## src/rtl/lnps_pkg.sv

```systemverilog
package lnps_pkg;

  localparam int NOTE_COUNT = 128;
  localparam int NOTE_W     = 7;
  localparam int VEL_W      = 7;
  localparam int KIND_W     = 2;
  localparam int RANK_W     = 8;

  localparam logic [RANK_W-1:0] RANK_NONE = '0;
  localparam logic [RANK_W-1:0] RANK_TOP  = RANK_W'(1);
  localparam logic [RANK_W-1:0] RANK_MAX  = '1;

  localparam logic REQ_NOTE = 1'b0;
  localparam logic REQ_TICK = 1'b1;

  localparam logic [KIND_W-1:0] MSG_NOTE_ON  = 2'd0;
  localparam logic [KIND_W-1:0] MSG_NOTE_OFF = 2'd1;

  localparam logic [KIND_W-1:0] EV_BEGIN  = 2'd0;
  localparam logic [KIND_W-1:0] EV_END    = 2'd1;
  localparam logic [KIND_W-1:0] EV_CHANGE = 2'd2;

  typedef enum logic {
    ST_IDLE,
    ST_BUSY
  } state_t;

  // broadcast to every cell in the row
  typedef struct packed {
    logic              apply;
    logic              press;
    logic [NOTE_W-1:0] note;
    logic [RANK_W-1:0] gone;
  } cell_cmd_t;

endpackage

```

## src/rtl/lnps_gather.sv

```systemverilog
module lnps_gather (
  input  logic [lnps_pkg::RANK_W-1:0] ranks [lnps_pkg::NOTE_COUNT],
  input  logic [lnps_pkg::NOTE_W-1:0] note,
  output logic [lnps_pkg::RANK_W-1:0] note_rank,
  output logic                        top_found,
  output logic [lnps_pkg::NOTE_W-1:0] top_note
);
  import lnps_pkg::*;

  // ranks are unique, so plain or-reductions act as one-hot selects
  always_comb begin
    note_rank = '0;
    top_found = 1'b0;
    top_note  = '0;
    for (int i = 0; i < NOTE_COUNT; i++) begin
      if (note == NOTE_W'(i)) begin
        note_rank = note_rank | ranks[i];
      end
      if (ranks[i] == RANK_TOP) begin
        top_found = 1'b1;
        top_note  = top_note | NOTE_W'(i);
      end
    end
  end

endmodule

```

## config.mk

```make
export PLATFORM = sky130hd
export DESIGN_NAME = lnps_gather
export DESIGN_NICKNAME = d
export VERILOG_FILES = /design/src/rtl/lnps_pkg.sv /design/src/rtl/lnps_gather.sv
export SDC_FILE = /design/constraint.sdc
export NUM_CORES = 1
export LEC_CHECK = 0
export BUFFER_PORTS_ARGS = -buffer_cell sky130_fd_sc_hd__buf_2
export CAP_MARGIN = 5
export CORE_AREA = 2 2 412 414
export DETAILED_ROUTE_END_ITERATION = 7
export DIE_AREA = 0 0 414 416
export PLACE_DENSITY_LB_ADDON = 0.15
export SLEW_MARGIN = 0
export SYNTH_ARGS = -nofsm -noshare
export SYNTH_HDL_FRONTEND = slang
export SYNTH_SLANG_ARGS = --single-unit
```

## constraint.sdc

```tcl
create_clock -name vclk -period 6
set_input_delay 0.9 -clock vclk [all_inputs]
set_output_delay 0.9 -clock vclk [all_outputs]
set_load 0.01 [all_outputs]
```

==> results by group <==
Floorplanning
  – Die W: around 410 um
  – Ports: about 1,000
  – Die span in y: around 420 um
  – Core region area: 0.1681 sq mm
  – Initial Util: just under 7%
  – Die Area: roughly 0.17 sq mm
  – Rows: roughly 150

GRT
  – GRT Overall Usage: between 30% and 40%
  – First-pass GRT wire length: 367,200 um
  – Initial antenna violation count: 131
  – Number of global-route vias before repair: ~26,000
  – Largest net degree at the start of global routing: 69
  – Overflow after GRT: 0

Power
  – Sequential power share: 0%
  – Switching Share: approximately three quarters
  – Peak VDD IR: around 0.000028 V
  – Clock Power Share: 0%
  – Pwr per Cell Area: 91.78 mW/mm^2
  – Int Pwr: ~0.5 mW
  – Logic pwr share: between 90% and 100%
  – Switching pwr: between 1 and 1.5 mW
  – Total design power: approximately 1.9 mW
  – Leak: ~8.0 nW

Drt
  – Remaining DRCs: 0
  – DR WL met2: ~150,000 um
  – Vias/cell: roughly 5.2
  – Met3 WL: between 15,000 and 20,000 um
  – Final ANT Viol Nets: 0
  – M1 WL: ~110,000 um
  – Total wire length: approximately 310,000 um
  – DR top layer: met5
  – Initial DRC count: around 3,200
  – First-pass DRT Iterations: 6
  – Vias: 26,495
  – DR WL/cell: about 60 um

Layout
  – Count of flip-flops and latches: 0
  – Fraction of layout cells with a size suffix above 1: between 40% and 50%
  – Sequential Area: 0 sq um
  – Fill count: a little over 20,000
  – Area grow syn2layout: 80.25%
  – CLK BUF: 0
  – Multi-input logic area: between 0.01 and 0.015 sq mm
  – Fin cells: roughly 5,100
  – Nets: between 3,000 and 4,000

Place
  – # port buffers: 1,047
  – GPL Wtd Cong: between 1 and 1.5
  – HPWL Detailed: roughly 280,000 um
  – Inst Count DP: 5,055

Yosys
  – Count leader, synth: nand3_1
  – Synth cell types: 74
  – Syn avg cell area: 6.369 sq um
  – Post-synth top area share: 13.46%
  – Sequential cell area fraction in the yosys report: 0%
  – Area leader, netlist: a22oi_1
  – YS warnings: 0
  – Syn Nets: roughly 2,800
  – Cell Area, Synth: 0.01132 sq mm
  – Syn Inst Count: approximately 1,800
  – Synth cell count leaders: nand3_1, a22oi_1, nand2_1
  – Synth top area cells: a22oi_1, nand3_1, nor4b_1, nor4_1, nand4_1

Status
  – Failing checks: capacitance limit
  – Status: finished with violations

Clocking
  – Hold-fix buffers, CTS: 0
  – Post-CTS Resized: 0
  – Post-CTS Setup Repair Bufs: 0

Timing
  – Slew HR: less than 1%
  – Hold Vio Cnt, Final: 0
  – Fin. max-slew vios: 0
  – Min Tclk post-route: ~6000 ps
  – Worst-Margin Slew: about 1500 ps
  – Crit share post-route: 99.68%
  – Final setup viols: 0
  – Maximum clock rate: 167.2 MHz
  – RSZ-0062 raised after global routing: false
  – Setup tns final: 0 ps

Worst setup path
  – Crit path cell chain: buf_4 -> buf_4 -> nor4b_2 -> buf_4 -> a22oi_1 -> a31oi_1 -> a21oi_1 -> and3_1 -> nand4_1 -> buf_4 -> buf_2
  – Kind of cell adding the most delay to the critical path: compound AO/OA/AOI/OAI gates
  – Required time of the worst setup path: approximately 5000 ps
  – CP arrival: approximately 5000 ps
  – Crit end category: output pin
  – Crit. path cell count: 11
  – Critical path's slowest cell: a21oi_1
  – Crit start category: input pin
  – Worst path max stage delay: about 1100 ps
  – CP most frequent cell: buf_4
  – Worst-path fanout max: 23
  – Buf/Inv on CP: 5
  – WS Path Type: in2out

Run
  – MaxCap Viol Count: 2

Hold path
  – WHS Path Cells: 6
  – Hold Path Class: in2out
==> per-stage QoR <==
step                      hold WS (ps)  area [sq um]  util, %  worst slack, ps
after floorplan                   2029         11320        -             2198
after global placement            2514         20340    12.09            347.8
after detailed placement          2504         20340    12.10            353.0
after CTS                         2508         20340    12.10            338.5
after global routing              2509         20370    12.11            267.6
final                             2499         20410    12.14            19.32
==> area by class of cell <==
class / count / share of cell area [%]
well taps: 2218 / 13.60
repair buffers: 1230 / 33.57
diodes: 25 / 0.3065
multi-input cells: 1605 / 52.49
inverters: 2 / 0.03678
==> per-layer routing <==
metal / global-route usage, % / up-vias
li1: - / 9723
met1: 37.33 / 13685
met2: 58.51 / 2162
met3: 5.583 / 839
met4: 28.17 / 86
met5: 0 / -
==> layout by cell type, fill, tap and decap left out, types with 29 or more instances in the layout <==
cell type | Yosys | final
a21oi_1 | 36 | 36
a31oi_1 | 29 | 29
nor4b_1 | 131 | 124
nand3_1 | 282 | 282
mux2i_1 | 37 | 37
buf_2 | 66 | 1047
o22ai_1 | 63 | 63
nand4_1 | 121 | 121
buf_4 | 9 | 164
a22oi_1 | 203 | 203
nor4_1 | 167 | 161
nand2_1 | 187 | 187
nor2_1 | 41 | 40
==> cells by family (layout without fill, tap and decap cells) <==
| family | after synthesis | count (layout) | share of synthesized area (%) |
|---|---|---|---|
| other | 0 | 25 | 0 |
| multiplexers | 67 | 67 | 6.387 |
| buffers and inverters | 173 | 1232 | 7.459 |
| AND/OR/NAND/NOR | 1054 | 1054 | 54.35 |
| AO/OA/AOI/OAI | 484 | 484 | 31.80 |
==> power by group through the flow <==
stage                        Clock, mW  Combinational [mW]  Sequential [mW]
final                     0.0000000799                1.87                0
after global routing       0.000000157                1.81                0
after CTS                            0                1.80                0
after detailed placement             0                1.79                0
after global placement               0                1.81                0
after floorplan                      0               0.357                0
==> final timing paths <==
path / from / to
max: note[0] / note_rank[3]
min: ranks[62] / note_rank[6]
(Power assumes the default switching activity.)
