`src/rtl/lnps_pkg.sv`:
```
package lnps_pkg;

  localparam int NOTE_COUNT = 128;
  localparam int NOTE_W     = 7;
  localparam int VEL_W      = 7;
  localparam int KIND_W     = 2;
  localparam int RANK_W     = 8;

  localparam logic [RANK_W-1:0] RANK_NONE = '0;
  localparam logic [RANK_W-1:0] RANK_TOP  = RANK_W'(1);
  localparam logic [RANK_W-1:0] RANK_MAX  = '1;

  localparam logic REQ_NOTE = 1'b0;
  localparam logic REQ_TICK = 1'b1;

  localparam logic [KIND_W-1:0] MSG_NOTE_ON  = 2'd0;
  localparam logic [KIND_W-1:0] MSG_NOTE_OFF = 2'd1;

  localparam logic [KIND_W-1:0] EV_BEGIN  = 2'd0;
  localparam logic [KIND_W-1:0] EV_END    = 2'd1;
  localparam logic [KIND_W-1:0] EV_CHANGE = 2'd2;

  typedef enum logic {
    ST_IDLE,
    ST_BUSY
  } state_t;

  // broadcast to every cell in the row
  typedef struct packed {
    logic              apply;
    logic              press;
    logic [NOTE_W-1:0] note;
    logic [RANK_W-1:0] gone;
  } cell_cmd_t;

endpackage

```
`src/rtl/lnps_cell.sv`:
```
module lnps_cell (
  input  logic                      clk,
  input  logic                      rst,
  input  logic [lnps_pkg::NOTE_W-1:0] idx,
  input  lnps_pkg::cell_cmd_t       cmd,
  output logic [lnps_pkg::RANK_W-1:0] rank
);
  import lnps_pkg::*;

  logic              hit;
  logic [RANK_W-1:0] base;
  logic [RANK_W-1:0] rank_next;

  assign hit = (cmd.note == idx);

  always_comb begin
    // close the gap left by the old rank of the addressed note
    if (cmd.gone != RANK_NONE && rank > cmd.gone) begin
      base = rank - RANK_TOP;
    end else begin
      base = rank;
    end
    rank_next = rank;
    if (cmd.apply) begin
      if (hit) begin
        rank_next = cmd.press ? RANK_TOP : RANK_NONE;
      end else if (rank != RANK_NONE) begin
        if (cmd.press && base != RANK_MAX) begin
          rank_next = base + RANK_TOP;
        end else begin
          rank_next = base;
        end
      end
    end
  end

  always_ff @(posedge clk) begin
    if (rst) begin
      rank <= RANK_NONE;
    end else begin
      rank <= rank_next;
    end
  end

endmodule

```
`config.mk`:
```
export PLATFORM = sky130hd
export DESIGN_NAME = lnps_cell
export DESIGN_NICKNAME = d
export VERILOG_FILES = /design/src/rtl/lnps_pkg.sv /design/src/rtl/lnps_cell.sv
export SDC_FILE = /design/constraint.sdc
export NUM_CORES = 1
export LEC_CHECK = 0
export BUFFER_PORTS_ARGS = -buffer_cell sky130_fd_sc_hd__buf_2
export CAP_MARGIN = 25
export CORE_ASPECT_RATIO = 2
export CORE_MARGIN = 3
export CORE_UTILIZATION = 35
export DETAILED_ROUTE_END_ITERATION = 10
export GPL_ROUTABILITY_DRIVEN = 1
export SETUP_SLACK_MARGIN = 0.2
export SYNTH_ARGS = -nofsm -noshare
export SYNTH_HDL_FRONTEND = slang
export SYNTH_SLANG_ARGS = --single-unit
```
`constraint.sdc`:
```
create_clock -name clk -period 7.5 [get_ports clk]
set_input_delay 0.375 -clock clk [delete_from_list [all_inputs] [get_ports clk]]
set_output_delay 0.375 -clock clk [all_outputs]
set_load 0.005 [all_outputs]
```
==> metrics.txt <==
CP Class flip-flop to flip-flop; Critical Path RT about 7.6 ns; Critical Path Sink Type flip-flop; max_cap viols 0; DRC viols 0; share of layout cells above drive strength 1 26.9%; Hold Buf Count CTS 0; Final period util a little under three fifths; biggest regs rank x8; H-tree depth 1; ANT cells 0; status completed; syn nets 200; Tot GR Track Use 18.1%; minimum clock period 4.20 ns; Mean Syn Cell Area between 7 and 8 µm²; core area approximately 3400 µm²; Vias roughly 1400; combinational family with the most area after synthesis compound AO/OA/AOI/OAI gates; CP Max Fanout 11; number of global-route vias before repair about 1500; clk_skew 0.00238 ns; Synth top area share 12.7%; relative slew slack 46.3%; adder-cell share of the synthesized area approximately 11%; routed vias/inst a little under 6; First-pass DRT Iterations 4; Die Y-Extent 90.8 µm; Die Wd roughly 48 µm; clock slew at reported path FFs 0.04 ns; Worst Path Arrival between 4 and 5 ns; Synth async-reset ratio 0%; Synth Cell Area roughly 1300 µm²; sw frac between 20% and 30%; mux cell area share after synthesis 2.58%; kind of start point of the critical path flip-flop; Num CTS Buffers 3; total global routing overflow 0; leakage power roughly 0.68 nW; combinational share of power around 18%; Slew @ Worst Pin 0.799 ns; yosys warns 0; ys flop type dfxtp_1; final setup fails 0; initial antenna violation count 0; FF+latch count, synth 8; Tot Pwr around 0.00012 W; synth unique cells between 50 and 60; Mapped Cells ~160; Compound-Gate Fraction of Synth Area 30.8%; power per cell area just under 80 nW/µm²; TNS Setup 0 ns; I/O Buffers 33; antenna viol nets, final 0; largest net degree at the start of global routing 13; Pint just under 0.00009 W; Setup Fix Bufs, Post-CTS 0; synth top area cells dfxtp_1 (13%), ha_1 (11%), xnor2_1 (6.3%); first-pass GRT wire length ~6.4 mm; nets between 200 and 250; Flop pwr share a little over a third; Slew Limit Fails 0; Hold WC Path Type primary input to flip-flop; sequential-to-total area share from yosys stat 12.7%; Biggest register rank; clock sink total 8; Area Growth Syn to Fin 20.0%; CTS Root Cell clkbuf_8; switching power around 0.00003 W; Routed WL between 3 and 4 mm; Worst-Skew Late Latency roughly 0.23 ns; HPWL after DPL around 3.2 mm; starting density of the core about 37%; I/O Pins 34; VDD IR max between 0.06 and 0.07 mV; die area roughly 4400 µm²; Post-synth EDFFs 0; most area-hungry cell type in the Yosys netlist dfxtp_1; RSZ-0062 raised after global routing false; TritonCTS clock tree built; routability congestion estimate roughly 0.86; Simple-Gate Fraction of Synth Area 28.0%; max frequency 0.238 GHz; Commonest cells post-synth nand2_1 (13), nor2_1 (13), ha_1 (11), inv_1 (11), xnor2_1 (9); Final Hold Fails 0; XOR/XNOR share of the synthesized area a little over a tenth; Clock Path Buffers 2; Clk pwr share around 46%; CTS resizes 0; DR WL/cell between 15 and 20 µm; max reg flops 8; row count 30; initial drt markers 26
-- final cells by class --
type | count | area, µm²
tap | 48 | 60.1
timing repair buffer | 33 | 165
multi-input combinational | 142 | 1040
clock buffer | 3 | 41.3
fill | 367 | 1910
inverter | 11 | 41.3
sequential | 8 | 160
-- metal layers --
metal	share of wire (%)	vias to the layer above	global-route usage, %
li1	-	692	-
met1	36	675	16.4
met2	55	54	35.5
met3	3.7	19	1.32
met4	5.5	0	13.8
met5	0	-	0
-- stage by stage --
step	instance area (µm²)	hold slack, ns	instances	setup slack (ns)	util (%)
floorplan	1260	0.533	163	3.96	-
finish	1510	0.460	245	3.30	44.2
detailed placement	1470	0.628	242	3.38	43.0
global route	1510	0.493	245	2.93	44.2
global placement	1470	0.602	242	3.61	43.0
CTS	1510	0.461	245	3.35	44.2
-- worst max-delay path, stage by stage, from the launching register on --
cell     delay [ns]
dfxtp_1        0.56
ha_1           0.33
a21oi_1        0.21
o21ai_0        0.23
nor3_1         0.73
nor2_1         0.18
xnor2_1        0.22
ha_1           0.23
and3_1         0.20
mux2i_1        0.39
nor2_1         0.08
nor2_1         0.21
mux2_1         0.34
a22o_1         0.17
-- kinds of logic (layout without fill, tap and decap cells) --
group           count (synthesis)  in the layout
simple gates                   64             64
buf+inv                        13             47
mux                             3              3
fa+ha+maj                      11             11
flops                           8              8
xor+xnor                       15             15
compound gates                 49             49
-- cells in the final DEF, fill, tap and decap left out, types with 4 or more instances in the layout --
| cell | netlist | routed |
|---|---|---|
| ha_1 | 11 | 11 |
| o211ai_1 | 7 | 7 |
| or3_1 | 4 | 4 |
| o21ai_0 | 8 | 8 |
| nor3_1 | 4 | 4 |
| xor2_1 | 6 | 6 |
| a21oi_1 | 6 | 6 |
| nor2_1 | 13 | 13 |
| dfxtp_1 | 8 | 8 |
| buf_2 | 0 | 33 |
| inv_1 | 11 | 11 |
| xnor2_1 | 9 | 9 |
| nand4_1 | 6 | 6 |
| nand2_1 | 13 | 13 |
-- path summary, 6_finish.rpt --
check                from       to  slack [ns]  cells past startpoint
setup / recovery  rank[5]  rank[1]        3.30                     13
hold / removal        rst  rank[0]        0.46                      3
setup reg to reg  rank[5]  rank[1]        3.30                     13
hold reg to reg   rank[7]  rank[7]        0.63                      2
-- power groups by stage --
stage / Sequential, W / Combinational (W) / Clock [W]
final: 0.0000427 / 0.0000208 / 0.0000544
after global placement: 0.0000435 / 0.0000193 / 0
after CTS: 0.0000427 / 0.0000209 / 0.0000542
after detailed placement: 0.0000435 / 0.0000208 / 0
after global routing: 0.0000427 / 0.0000231 / 0.0000569
after floorplan: 0.0000435 / 0.00000997 / 0
Note: power is estimated with default switching activity, not from simulation.
